## src/sv/cwc_pkg.sv

```systemverilog
// Shared types and constants for the comment and whitespace compressor.
// Used by cwc_front, cwc_back and the top level; no dependencies.
`default_nettype none

package cwc_pkg;

    // Default counter width and queue depth for the top-level parameters
    localparam int COUNT_BITS_DEFAULT  = 16;
    localparam int QUEUE_DEPTH_DEFAULT = 4;

    // Width of the reported length field
    localparam int LEN_BITS = 16;

    // Character codes
    localparam logic [7:0] CH_NUL    = 8'h00;
    localparam logic [7:0] CH_LF     = 8'h0A;
    localparam logic [7:0] CH_SPACE  = 8'h20;
    localparam logic [7:0] CH_QUOTE  = 8'h22;
    localparam logic [7:0] CH_STAR   = 8'h2A;
    localparam logic [7:0] CH_SLASH  = 8'h2F;
    localparam logic [7:0] CH_BSLASH = 8'h5C;

    // Scanner modes
    typedef enum logic [2:0] {
        MODE_TOKEN,
        MODE_WORD,
        MODE_QUOTE,
        MODE_SLASH,
        MODE_BSLASH,
        MODE_LINEC,
        MODE_BLOCK,
        MODE_BSTAR
    } mode_t;

    // Pending separator codes
    typedef enum logic [1:0] {
        SEP_NONE,
        SEP_SPACE,
        SEP_NL
    } sep_t;

    // One classified input byte: up to three output beats, the final one
    // optionally being the end beat
    typedef struct packed {
        logic [1:0]      cnt;
        logic            is_end;
        logic [2:0][7:0] chars;
    } cmd_t;

endpackage : cwc_pkg

`default_nettype wire

```

## src/sv/cwc_front.sv

```systemverilog
// Front end: accepts input bytes, tracks scan mode and pending separator,
// and turns each byte into a command of output beats. Depends on cwc_pkg.
`default_nettype none

module cwc_front (
    input  wire logic         aclk,
    input  wire logic         aresetn,
    input  wire logic         cfg_wr_en,
    input  wire logic         cfg_wr_data,
    input  wire logic         s_valid,
    output logic              s_ready,
    input  wire logic [7:0]   s_in_char,
    input  wire logic         q_full,
    output logic              q_push,
    output cwc_pkg::cmd_t     q_cmd
);

    cwc_pkg::mode_t mode_reg, mode_next;
    cwc_pkg::sep_t  sep_reg, sep_next;
    logic           hbb_reg;

    logic           accept;
    logic           blank;
    logic           do_word;
    logic           do_blank;
    logic           do_finish;
    cwc_pkg::cmd_t  cmd;

    assign s_ready = !q_full;
    assign accept  = s_valid && s_ready;

    // Classify the byte as blank
    always_comb begin
        blank = (s_in_char inside {[8'd1:8'd32]}) || (s_in_char[7] && hbb_reg);
    end

    // Build the command and next scanner state
    always_comb begin
        mode_next = mode_reg;
        sep_next  = sep_reg;
        cmd       = '0;
        do_word   = 1'b0;
        do_blank  = 1'b0;
        do_finish = 1'b0;

        case (mode_reg)
            cwc_pkg::MODE_WORD: begin
                do_word = 1'b1;
            end
            cwc_pkg::MODE_QUOTE: begin
                if (s_in_char == cwc_pkg::CH_NUL) begin
                    do_finish = 1'b1;
                end else begin
                    cmd.chars[cmd.cnt] = s_in_char;
                    cmd.cnt = cmd.cnt + 2'd1;
                    if (s_in_char == cwc_pkg::CH_QUOTE) begin
                        mode_next = cwc_pkg::MODE_TOKEN;
                    end
                end
            end
            cwc_pkg::MODE_SLASH: begin
                if (s_in_char == cwc_pkg::CH_SLASH) begin
                    sep_next  = cwc_pkg::SEP_SPACE;
                    mode_next = cwc_pkg::MODE_LINEC;
                end else if (s_in_char == cwc_pkg::CH_STAR) begin
                    sep_next  = cwc_pkg::SEP_SPACE;
                    mode_next = cwc_pkg::MODE_BLOCK;
                end else begin
                    // Flush separator, release the held slash, then the byte
                    if (sep_next != cwc_pkg::SEP_NONE) begin
                        cmd.chars[cmd.cnt] = (sep_next == cwc_pkg::SEP_NL) ?
                                             cwc_pkg::CH_LF : cwc_pkg::CH_SPACE;
                        cmd.cnt  = cmd.cnt + 2'd1;
                        sep_next = cwc_pkg::SEP_NONE;
                    end
                    cmd.chars[cmd.cnt] = cwc_pkg::CH_SLASH;
                    cmd.cnt = cmd.cnt + 2'd1;
                    do_word = 1'b1;
                end
            end
            cwc_pkg::MODE_BSLASH: begin
                if (s_in_char == cwc_pkg::CH_LF) begin
                    mode_next = cwc_pkg::MODE_TOKEN;
                end else begin
                    cmd.chars[cmd.cnt] = cwc_pkg::CH_BSLASH;
                    cmd.cnt = cmd.cnt + 2'd1;
                    do_word = 1'b1;
                end
            end
            cwc_pkg::MODE_LINEC: begin
                if (s_in_char == cwc_pkg::CH_NUL) begin
                    do_finish = 1'b1;
                end else if (s_in_char == cwc_pkg::CH_LF) begin
                    do_blank = 1'b1;
                end
            end
            cwc_pkg::MODE_BLOCK: begin
                if (s_in_char == cwc_pkg::CH_NUL) begin
                    do_finish = 1'b1;
                end else if (s_in_char == cwc_pkg::CH_STAR) begin
                    mode_next = cwc_pkg::MODE_BSTAR;
                end
            end
            cwc_pkg::MODE_BSTAR: begin
                if (s_in_char == cwc_pkg::CH_NUL) begin
                    do_finish = 1'b1;
                end else if (s_in_char == cwc_pkg::CH_SLASH) begin
                    mode_next = cwc_pkg::MODE_TOKEN;
                end else if (s_in_char != cwc_pkg::CH_STAR) begin
                    mode_next = cwc_pkg::MODE_BLOCK;
                end
            end
            default: begin
                // Token start
                if (s_in_char == cwc_pkg::CH_NUL) begin
                    do_finish = 1'b1;
                end else if (blank) begin
                    do_blank = 1'b1;
                end else if (s_in_char == cwc_pkg::CH_SLASH) begin
                    mode_next = cwc_pkg::MODE_SLASH;
                end else begin
                    if (sep_next != cwc_pkg::SEP_NONE) begin
                        cmd.chars[cmd.cnt] = (sep_next == cwc_pkg::SEP_NL) ?
                                             cwc_pkg::CH_LF : cwc_pkg::CH_SPACE;
                        cmd.cnt  = cmd.cnt + 2'd1;
                        sep_next = cwc_pkg::SEP_NONE;
                    end
                    if (s_in_char == cwc_pkg::CH_BSLASH) begin
                        mode_next = cwc_pkg::MODE_BSLASH;
                    end else begin
                        cmd.chars[cmd.cnt] = s_in_char;
                        cmd.cnt   = cmd.cnt + 2'd1;
                        mode_next = (s_in_char == cwc_pkg::CH_QUOTE) ?
                                    cwc_pkg::MODE_QUOTE : cwc_pkg::MODE_WORD;
                    end
                end
            end
        endcase

        // Handle the byte as part of a word
        if (do_word) begin
            if (s_in_char == cwc_pkg::CH_NUL) begin
                do_finish = 1'b1;
            end else if (blank) begin
                do_blank = 1'b1;
            end else begin
                cmd.chars[cmd.cnt] = s_in_char;
                cmd.cnt   = cmd.cnt + 2'd1;
                mode_next = cwc_pkg::MODE_WORD;
            end
        end

        // Fold a blank into the pending separator
        if (do_blank) begin
            if (s_in_char == cwc_pkg::CH_LF) begin
                sep_next = cwc_pkg::SEP_NL;
            end else if (sep_next == cwc_pkg::SEP_NONE) begin
                sep_next = cwc_pkg::SEP_SPACE;
            end
            mode_next = cwc_pkg::MODE_TOKEN;
        end

        // Append the end beat and return to reset state
        if (do_finish) begin
            cmd.chars[cmd.cnt] = cwc_pkg::CH_NUL;
            cmd.cnt    = cmd.cnt + 2'd1;
            cmd.is_end = 1'b1;
            mode_next  = cwc_pkg::MODE_TOKEN;
            sep_next   = cwc_pkg::SEP_NONE;
        end
    end

    assign q_push = accept && (cmd.cnt != 2'd0);
    assign q_cmd  = cmd;

    // Advance scanner state on each accepted byte
    always_ff @(posedge aclk) begin
        if (!aresetn) begin
            mode_reg <= cwc_pkg::MODE_TOKEN;
            sep_reg  <= cwc_pkg::SEP_NONE;
        end else if (accept) begin
            mode_reg <= mode_next;
            sep_reg  <= sep_next;
        end
    end

    // Configuration register
    always_ff @(posedge aclk) begin
        if (!aresetn) begin
            hbb_reg <= 1'b0;
        end else if (cfg_wr_en) begin
            hbb_reg <= cfg_wr_data;
        end
    end

endmodule : cwc_front

`default_nettype wire

```

## src/sv/cwc_queue.sv

```systemverilog
// Short register queue of commands between front and back end.
// Generic in width and depth; no package dependencies.
`default_nettype none

module cwc_queue #(
    parameter int WIDTH = 27,
    parameter int DEPTH = 4
) (
    input  wire logic             aclk,
    input  wire logic             aresetn,
    input  wire logic             push,
    input  wire logic [WIDTH-1:0] push_data,
    output logic                  full,
    input  wire logic             pop,
    output logic                  head_valid,
    output logic      [WIDTH-1:0] head_data
);

    localparam int PTR_BITS = (DEPTH > 1) ? $clog2(DEPTH) : 1;
    localparam int CNT_BITS = $clog2(DEPTH + 1);

    logic [WIDTH-1:0]    mem_reg [DEPTH];
    logic [PTR_BITS-1:0] wr_ptr_reg, rd_ptr_reg;
    logic [CNT_BITS-1:0] fill_reg;
    logic                do_push, do_pop;

    assign full       = (fill_reg == CNT_BITS'(DEPTH));
    assign head_valid = (fill_reg != '0);
    assign head_data  = mem_reg[rd_ptr_reg];
    assign do_push    = push && !full;
    assign do_pop     = pop && head_valid;

    // Store entries
    always_ff @(posedge aclk) begin
        if (do_push) begin
            mem_reg[wr_ptr_reg] <= push_data;
        end
    end

    // Advance pointers and fill level
    always_ff @(posedge aclk) begin
        if (!aresetn) begin
            wr_ptr_reg <= '0;
            rd_ptr_reg <= '0;
            fill_reg   <= '0;
        end else begin
            if (do_push) begin
                wr_ptr_reg <= (wr_ptr_reg == PTR_BITS'(DEPTH - 1)) ? '0 : wr_ptr_reg + 1'b1;
            end
            if (do_pop) begin
                rd_ptr_reg <= (rd_ptr_reg == PTR_BITS'(DEPTH - 1)) ? '0 : rd_ptr_reg + 1'b1;
            end
            if (do_push && !do_pop) begin
                fill_reg <= fill_reg + 1'b1;
            end else if (do_pop && !do_push) begin
                fill_reg <= fill_reg - 1'b1;
            end
        end
    end

endmodule : cwc_queue

`default_nettype wire

```

## src/sv/cwc_back.sv

```systemverilog
// Back end: walks each queued command one beat at a time, keeps the
// saturating byte count and drives the registered output. Depends on cwc_pkg.
`default_nettype none

module cwc_back #(
    parameter int COUNT_BITS = cwc_pkg::COUNT_BITS_DEFAULT
) (
    input  wire logic                      aclk,
    input  wire logic                      aresetn,
    input  wire logic                      q_valid,
    input  wire cwc_pkg::cmd_t             q_cmd,
    output logic                           q_pop,
    output logic                           m_valid,
    input  wire logic                      m_ready,
    output logic [7:0]                     m_out_char,
    output logic                           m_is_end,
    output logic [cwc_pkg::LEN_BITS-1:0]   m_out_length,
    output logic                           m_last
);

    logic                          valid_reg, valid_next;
    logic [7:0]                    char_reg;
    logic                          end_reg;
    logic [cwc_pkg::LEN_BITS-1:0]  len_reg, len_next;
    logic                          last_reg;
    logic [COUNT_BITS-1:0]         count_reg, count_next, count_inc;
    logic [1:0]                    idx_reg, idx_next;
    logic                          load;
    logic                          last_beat;
    logic                          end_beat;
    logic [31:0]                   len_wide;

    assign last_beat = (idx_reg == (q_cmd.cnt - 2'd1));
    assign end_beat  = q_cmd.is_end && last_beat;
    assign load      = q_valid && (!valid_reg || m_ready);
    assign q_pop     = load && last_beat;
    assign count_inc = (count_reg == '1) ? count_reg : count_reg + 1'b1;

    // Next count, reported length and beat index
    always_comb begin
        count_next = count_reg;
        idx_next   = idx_reg;
        len_wide   = 32'(count_reg);
        valid_next = valid_reg;
        if (load) begin
            valid_next = 1'b1;
            idx_next   = last_beat ? 2'd0 : idx_reg + 2'd1;
            if (end_beat) begin
                count_next = '0;
            end else begin
                count_next = count_inc;
                len_wide   = 32'(count_inc);
            end
        end else if (m_ready) begin
            valid_next = 1'b0;
        end
        len_next = (len_wide > 32'h0000_FFFF) ? '1 : len_wide[cwc_pkg::LEN_BITS-1:0];
    end

    // Control state
    always_ff @(posedge aclk) begin
        if (!aresetn) begin
            valid_reg <= 1'b0;
            count_reg <= '0;
            idx_reg   <= '0;
        end else begin
            valid_reg <= valid_next;
            count_reg <= count_next;
            idx_reg   <= idx_next;
        end
    end

    // Output beat payload
    always_ff @(posedge aclk) begin
        if (load) begin
            char_reg <= q_cmd.chars[idx_reg];
            end_reg  <= end_beat;
            len_reg  <= len_next;
            last_reg <= last_beat;
        end
    end

    assign m_valid      = valid_reg;
    assign m_out_char   = char_reg;
    assign m_is_end     = end_reg;
    assign m_out_length = len_reg;
    assign m_last       = last_reg;

endmodule : cwc_back

`default_nettype wire

```

## src/sv/comment_whitespace_compressor_core.sv

```systemverilog
// Top level of the comment and whitespace compressor: front end, command
// queue and back end. Depends on cwc_pkg, cwc_front, cwc_queue, cwc_back.
//
// Accepts one source byte per cycle while the command queue has room and
// emits one result beat per cycle while the receiver is ready. A byte may
// produce no output, or up to three beats (separator, held character, and
// the byte itself or the end beat), which leave through the single output
// register one after another. The queue holds QUEUE_DEPTH commands, letting
// input continue while the output is stalled or busy with a multi-beat
// command. No clearing pass is needed after reset.
`default_nettype none

module comment_whitespace_compressor_core #(
    parameter int COUNT_BITS  = cwc_pkg::COUNT_BITS_DEFAULT,
    parameter int QUEUE_DEPTH = cwc_pkg::QUEUE_DEPTH_DEFAULT
) (
    input  wire logic                     aclk,
    input  wire logic                     aresetn,
    input  wire logic                     cfg_wr_en,
    input  wire logic                     cfg_wr_data,
    input  wire logic                     s_valid,
    output logic                          s_ready,
    input  wire logic [7:0]               s_in_char,
    output logic                          m_valid,
    input  wire logic                     m_ready,
    output logic [7:0]                    m_out_char,
    output logic                          m_is_end,
    output logic [cwc_pkg::LEN_BITS-1:0]  m_out_length,
    output logic                          m_last
);

    localparam int CMD_BITS = $bits(cwc_pkg::cmd_t);

    logic           q_full;
    logic           q_push;
    logic           q_pop;
    logic           q_valid;
    cwc_pkg::cmd_t  push_cmd;
    cwc_pkg::cmd_t  head_cmd;

    // Classify incoming bytes
    cwc_front u_front (
        .aclk        (aclk),
        .aresetn     (aresetn),
        .cfg_wr_en   (cfg_wr_en),
        .cfg_wr_data (cfg_wr_data),
        .s_valid     (s_valid),
        .s_ready     (s_ready),
        .s_in_char   (s_in_char),
        .q_full      (q_full),
        .q_push      (q_push),
        .q_cmd       (push_cmd)
    );

    // Decouple front and back
    cwc_queue #(
        .WIDTH (CMD_BITS),
        .DEPTH (QUEUE_DEPTH)
    ) u_queue (
        .aclk       (aclk),
        .aresetn    (aresetn),
        .push       (q_push),
        .push_data  (push_cmd),
        .full       (q_full),
        .pop        (q_pop),
        .head_valid (q_valid),
        .head_data  (head_cmd)
    );

    // Emit result beats
    cwc_back #(
        .COUNT_BITS (COUNT_BITS)
    ) u_back (
        .aclk         (aclk),
        .aresetn      (aresetn),
        .q_valid      (q_valid),
        .q_cmd        (head_cmd),
        .q_pop        (q_pop),
        .m_valid      (m_valid),
        .m_ready      (m_ready),
        .m_out_char   (m_out_char),
        .m_is_end     (m_is_end),
        .m_out_length (m_out_length),
        .m_last       (m_last)
    );

endmodule : comment_whitespace_compressor_core

`default_nettype wire

```

## config.mk

```make
export PLATFORM = sky130hd
export DESIGN_NAME = comment_whitespace_compressor_core
export DESIGN_NICKNAME = d
export VERILOG_FILES = /design/src/sv/cwc_pkg.sv /design/src/sv/cwc_front.sv /design/src/sv/cwc_queue.sv /design/src/sv/cwc_back.sv /design/src/sv/comment_whitespace_compressor_core.sv
export SDC_FILE = /design/constraint.sdc
export NUM_CORES = 1
export LEC_CHECK = 0
export BUFFER_PORTS_ARGS = -buffer_cell sky130_fd_sc_hd__buf_2
export CAP_MARGIN = 20
export CORE_AREA = 8 8 130 132
export DETAILED_ROUTE_END_ITERATION = 12
export DIE_AREA = 0 0 138 140
export PLACE_DENSITY = 0.7
export SYNTH_ARGS = -nofsm -noshare
export SYNTH_HDL_FRONTEND = slang
export SYNTH_SLANG_ARGS = --single-unit
```

## constraint.sdc

```tcl
create_clock -name aclk -period 15.6 [get_ports aclk]
set_clock_uncertainty 0.2 [all_clocks]
set_input_delay 3.12 -clock aclk [delete_from_list [all_inputs] [get_ports aclk]]
set_output_delay 3.12 -clock aclk [all_outputs]
set_load 0.01 [all_outputs]
```

* Word level (Yosys, flattened, before mapping)
Memory sizes are Yosys's and may differ from the RTL's. A register that Yosys moved wholly into a read port is not among the register bits.
Cells that the tools add are included.
** Storage, ports and cells
- Flip-flop bits (word level) :: 58
- Bits in writable memories :: 108
- Input bits :: 14
- Output and inout bits :: 28
- Logic and storage cells :: 213
- Memories :: 1
** Memory list
- u_queue.mem_reg :: depth 4, bits a word 27, read ports 1, clocked after Yosys merged registers in 1, wr ports 1, line cwc_queue.sv:22 : logic [WIDTH-1:0] mem_reg [DEPTH];
** Cells by class
- Add/sub/neg operators :: 11
- $lt $le $gt $ge :: 12
- Equal/unequal tests :: 19
- Muxes and demuxes :: 118
- Bitwise gates (word level) :: 5
- Reductions and logical operators :: 34
** Operator list (count)
- two-way mux 24 bit :: 9
- two-way mux 8 bit :: 14
- demux 8 bit (select 2 bit) :: 4
- two-way mux 2 bit :: 32
- two-way mux 3 bit :: 21
- bitwise mux 24 bit :: 2
- two-way mux 16 bit :: 3
- > comparator 32 x 16 -> 1 bit, second input constant :: 1
- two-way mux 32 bit :: 1
- case mux 16 bit (2 select lines) :: 1
- case mux 8 bit (4 select lines) :: 1
- two-way mux 27 bit :: 1
- bitwise AND 24 bit :: 1
- equality test 8 x 6 -> 1 bit, second input constant :: 3
- inverter 24 bit :: 1
- two-way mux 1 bit :: 21
- case mux 3 bit (6 select lines) :: 1
- adder 16 x 1 -> 16 bit, second input constant :: 1
- binary-select mux 8 bit (select 2 bit) :: 1
- equality test 16 bit, second input constant :: 1
- equality test 3 bit, second input constant :: 5
- logical AND 1 bit :: 15
- < comparator 2 x 3 -> 1 bit, second input constant :: 5
- bitwise OR 5 x 15 -> 15 bit :: 1
- other kinds (33) :: 53

* Depth between registers and ports, before layout
- Depth in word-level cells :: 30
- Gate-level depth with buffers :: 20
- Depth with buffers taken out :: 18

* Hierarchy
From an unflattened synthesis, not the netlist that was laid out.
** Second synthesis, totals
- Cells, all modules :: 654
- Area total of the unflattened synthesis :: 8443.1 sq um
** Modules (own cells, without submodules)
- cwc_queue :: instances 1, cells each 192, area each 4425.5 sq um, seq. area each 3423.3 sq um
- cwc_back :: instances 1, cells each 246, area each 2459.9 sq um, seq. area each 1161.1 sq um
- cwc_front :: instances 1, cells each 216, area each 1557.7 sq um, seq. area each 120.1 sq um

* Least setup slack after synthesis
No wires, ideal clock.
- Path type :: input -> register
- From :: input s_in_char[7]
- To :: register u_queue.fill_reg[2]
- Setup time :: 0.071 ns
- Arrival :: 7.088 ns
- Data required time :: 15.329 ns
- Path slack :: 8.242 ns
- Cell stages on the path :: 19
- Buffers on the path :: 2
- Cell sequence :: clkbuf_2 clkbuf_1 nor4bb_1 nand4b_1 ha_1 a31oi_1 nor2_1 ha_1 o211ai_1 o21ai_0 ha_1 a41o_1 a21oi_2 ha_1 inv_1 fa_1 xor2_1 or3_1 a21oi_1
** Between the ends
- Cells in the longest elaborated chain, start to end :: 18
- Elaborated cells on any way between the ends :: 41
- Classes of those cells :: add/sub: 2; order compare: 2; eq/ne: 4; mux: 22; reduce/logical: 11
** RTL lines
- from (decl) :: line comment_whitespace_compressor_core.sv:23 : input wire logic [7:0] s_in_char,
- greater-or-equal comparator 8 x 1 -> 1 bit, or another cell as far along :: line cwc_front.sv:34 : blank = (s_in_char inside {[8'd1:8'd32]}) || (s_in_char[7] && hbb_reg);
- logical AND 1 bit / two-way mux 2 bit (equally long branches) :: line cwc_front.sv:34, cwc_front.sv:128
- logical OR 1 bit / two-way mux 2 bit (equally long branches) :: line cwc_front.sv:34, cwc_front.sv:119
- two-way mux 2 bit :: line cwc_front.sv:117 : end else if (blank) begin
- two-way mux 2 bit :: line cwc_front.sv:115 : if (s_in_char == cwc_pkg::CH_NUL) begin
- case mux 2 bit (4 select lines) :: line cwc_front.sv:46 : case (mode_reg)
- adder 2 x 1 -> 2 bit :: line cwc_front.sv:148 : cmd.cnt = cmd.cnt + 2'd1;
- two-way mux 2 bit :: line cwc_front.sv:144 : end else if (blank) begin
- [3 not listed]
- two-way mux 27 bit * :: line cwc_front.sv:164 : if (do_finish) begin
- nonzero test 2 bit * :: line cwc_front.sv:173 : assign q_push = accept && (cmd.cnt != 2'd0);
- logical AND 1 bit * :: line cwc_front.sv:173
- logical AND 1 bit * :: line cwc_queue.sv:30 : assign do_push = push && !full;
- via u_queue.do_push :: line cwc_queue.sv:25 : logic do_push, do_pop;
- zero test 1 bit :: line cwc_queue.sv:55 : end else if (do_pop && !do_push) begin
- logical AND 1 bit :: line cwc_queue.sv:55
- nonzero test 2 bit (no source line)
- to (signal assigned) :: line cwc_queue.sv:54 : fill_reg <= fill_reg + 1'b1;
- to (signal assigned) :: line cwc_queue.sv:56 : fill_reg <= fill_reg - 1'b1;
- to (decl) :: line cwc_queue.sv:24 : logic [CNT_BITS-1:0] fill_reg;
Mark *: on every way through the listed nets, which the timed path passes. The rest lies on a longest branch.
A chain may end at the register's enable or synchronous reset.

* Worst setup path after layout
- From :: input s_in_char[6]
- To :: register u_queue.fill_reg[2]
Same word-level chain as after synthesis.

==> reports/qor.csv <==
stage,metric,value,unit
status,outcome,"complete, no violations",
min_path,hold crit path type,reg2reg,
clock_network,Resized Gates After CTS,0,
power_and_ir_drop,peak supply drop,77.7,µV
critical_path,CP bufs+invs,2,
detailed_routing,DRT Wirelength,17.4,mm
synth,"FFs w/ async S/R, synth",0,%
synth,mapped cell area,0.00796,mm²
final_layout,final std cells w/o fill,845,
critical_path,critical setup path kind,in2reg,
synth,ys flop type,edfxtp_1,
power_and_ir_drop,Leakage,0.00321,µW
synth,top cell type's share of synthesized area,50.5,%
grt,pin count of the biggest net entering global routing,36,
critical_path,Critical Path RT,15.75,ns
critical_path,CP Capture Point,u_queue.fill_reg[2],
critical_path,worst stage delay on the critical path,0.43,ns
power_and_ir_drop,Overall Power,1550,µW
placement,DP HPWL,11.9,mm
detailed_routing,Pre-Repair DR Iteration Count,5,
synth,"EDFF count, synth",134,
synth,syn nets,635,
synth,Synth Register Bits,168,
placement,Inst Count DP,812,
synth,largest area contributor in the netlist,edfxtp_1,
power_and_ir_drop,cell internal pwr,1050,µW
final_layout,fin util,60.0,%
critical_path,Setup crit start kind,input port,
critical_path,R2R setup slack,10.77,ns
placement,gp weighted congestion,0.874,
timing,Final setup viols,0,
final_layout,Antenna Cells,0,
power_and_ir_drop,Gate power share,29.5,%
critical_path,origin of the worst setup path,s_in_char[6],
synth,Ys Warns,0,
timing,Max Freq,136,MHz
critical_path,WP depth,18,
timing,Max Slew Vio Count,0,
grt,first-pass GRT wire length,27.7,mm
critical_path,worst reg2reg path endpoint,u_queue.fill_reg[2],
clock_network,Skew-Pair Late Insertion Delay,0.42,ns
clock_network,Max H-tree Level,4,
clock_network,cts bufs inserted,17,
clock_network,TritonCTS clock tree,yes,
critical_path,Crit. End Element,flop,
critical_path,"Arr. time, crit path",7.52,ns
grt,antenna violations before repair,0,
synth,Yosys cell types,80,
synth,Synth top cells by count,"edfxtp_1 (134), nor2_1 (44), nand2_1 (40), dfxtp_1 (34), mux4_2 (27)",
critical_path,"delay-heaviest family, CP",adder cells,
detailed_routing,"antenna viol nets, final",0,
die,CORE AREA,0.0149,mm²
die,Die Height,140,µm
detailed_routing,Residual DRC,0,
synth,most frequent cell after synthesis,edfxtp_1,
placement,# port buffers,41,
timing,headroom to the max-slew limit,35.2,%
clock_network,# Post-CTS Setup Buffers,0,
power_and_ir_drop,Sequential Power Share,43.1,%
detailed_routing,vias,5135,
timing,TNS Setup,0,ns
clock_network,"Reg clk slew, reported paths",0.06,ns
power_and_ir_drop,PwrDens,174,mW/mm²
grt,Total GRT Usage,18.0,%
grt,GRT overflow,0,
critical_path,Reg2Reg Launch Point,u_front.mode_reg[0],
clock_network,TritonCTS Sinks,168,
die,num rows,45,
critical_path,most frequent CP cell,ha_1,
power_and_ir_drop,sw frac,32.2,%
die,starting density of the core,53.6,%
final_layout,fill cell count,1192,
timing,RSZ-0062 raised after global routing,false,
power_and_ir_drop,clock share of power,27.4,%
die,Die ar.,0.0193,mm²
critical_path,"slowest stage cell, crit path",ha_1,
detailed_routing,violation count after the first detailed-route iteration,357,
synth,main area contributors after synthesis,"edfxtp_1 (51%), dfxtp_1 (8.5%), mux4_2 (7.6%), nor2_1 (2.1%), ha_1 (2.0%)",
die,Die X,138,µm
synth,Mean Syn Cell Area,13.1,µm²
power_and_ir_drop,Net Sw Power,499,µW
timing,min Tclk post-route,7.37,ns
job,Max-cap violations,0,
final_layout,Area Overhead vs Synth,12.0,%
detailed_routing,drt wl/cell,20.5,µm
final_layout,# nets final,672,
critical_path,critical-path cell list,buf_2 -> nor4bb_1 -> nand4b_1 -> ha_1 -> a31oi_1 -> nor2_1 -> ha_1 -> o211ai_1 -> o21ai_0 -> ha_1 -> a41o_1 -> a21oi_2 -> ha_1 -> inv_1 -> fa_1 -> xor2_1 -> or3_1 -> a21oi_1,
timing,"Hold Violations, Final",0,
timing,Tightest Pin Transition,0.972,ns
critical_path,worst-path maximum fanout,11,
detailed_routing,vias per inst,6.08,
clock_network,root buf cell,clkbuf_16,
clock_network,Longest Clk Path Bufs,2,
die,I/O pin count,42,
synth,Synth Instances,607,
synth,register area share after synthesis,59.1,%
critical_path,worst reg2reg path depth,16,
final_layout,share of cells above drive strength 1,19.8,%
timing,crit share post-route,47.2,%
clock_network,hold buffer count at cts,0,
grt,vias in the first global route,5120,
final_layout,max reg flops,108,
cell type report:
| type | instances | area, µm² | area share [%] |
|---|---|---|---|
| flip-flops and latches | 168 | 4710 | 52.8 |
| multi-input cells | 384 | 3020 | 33.8 |
| clock buffers | 17 | 425 | 4.77 |
| repair buffers | 50 | 273 | 3.06 |
| well taps | 188 | 235 | 2.64 |
| clock inverters | 15 | 176 | 1.98 |
| inverters | 23 | 86.3 | 0.968 |
cell usage in the layout, fill, tap and decap left out, drive strengths merged, types with 7 or more instances in the layout:
master and instances:
xnor2 16, mux4 27, a21oi 28, inv 26, edfxtp 134, clkinv 7, nand3 11, clkbuf 17
a21o 8, dfxtp 34, ha 13, a31oi 10, buf 50, nor2 44, xor2 9, nor3 16
nand2 41, nand2b 7, o22ai 9, or3 8, mux2i 16, o21ai 20, and2 19
stage by stage:
stage / setup WS [ns] / hold WS [ns] / area [µm²]
2_1_floorplan: 8.24 / 0.263 / 7960
4_1_cts: 8.30 / 0.281 / 8910
5_1_grt: 7.93 / 0.305 / 8920
3_5_place_dp: 7.87 / 0.267 / 8310
3_3_place_gp: 7.99 / 0.257 / 8310
6_report: 8.23 / 0.273 / 8920
how the worst min path moves through the flow:
stage | start | to | slack [ns] | cells after the start
after floorplan | u_queue.rd_ptr_reg[0] | flop | 0.26 | 2
after global placement | u_back.m_valid | u_back.m_valid | 0.26 | 2
after detailed placement | u_back.m_valid | u_back.m_valid | 0.27 | 2
after CTS | u_back.m_valid | u_back.m_valid | 0.28 | 2
after global routing | u_back.m_valid | u_back.m_valid | 0.31 | 2
final | u_back.m_valid | u_back.m_valid | 0.27 | 2
worst register-to-register path, delay by kind of cell (launching register included):
family	cells	cell delay, ns
flops	1	0.50
buf+inv	2	0.20
xor+xnor	1	0.18
simple gates	3	1.11
fa+ha+maj	4	1.27
compound gates	6	1.30
kinds of logic (layout without fill, tap and decap cells):
| family | after synthesis | count (layout) | synth area share, % |
|---|---|---|---|
| and+or+nand+nor | 179 | 179 | 12.1 |
| DFF | 168 | 168 | 59.1 |
| AOI/OAI and AO/OA | 120 | 120 | 10.3 |
| buffers and inverters | 55 | 105 | 3.02 |
| muxes | 46 | 46 | 10.3 |
| xor gates and xnor gates | 25 | 25 | 2.84 |
| adders and majority gates | 14 | 14 | 2.29 |
power by group through the flow:
stage | sequential, µW | clock [µW] | combinational, µW
after global placement | 676 | 0 | 448
after global routing | 681 | 447 | 501
after CTS | 672 | 429 | 461
after floorplan | 662 | 0 | 337
final | 669 | 425 | 458
after detailed placement | 681 | 0 | 458
layer usage:
layer	routed length, µm	global-route usage (%)	up-vias
li1	-	-	2407
met4	355	7.21	0
met3	799	3.96	26
met1	7830	23.1	2560
met5	0	0	-
met2	8370	29.0	142
Note: power is estimated with default switching activity, not from simulation.
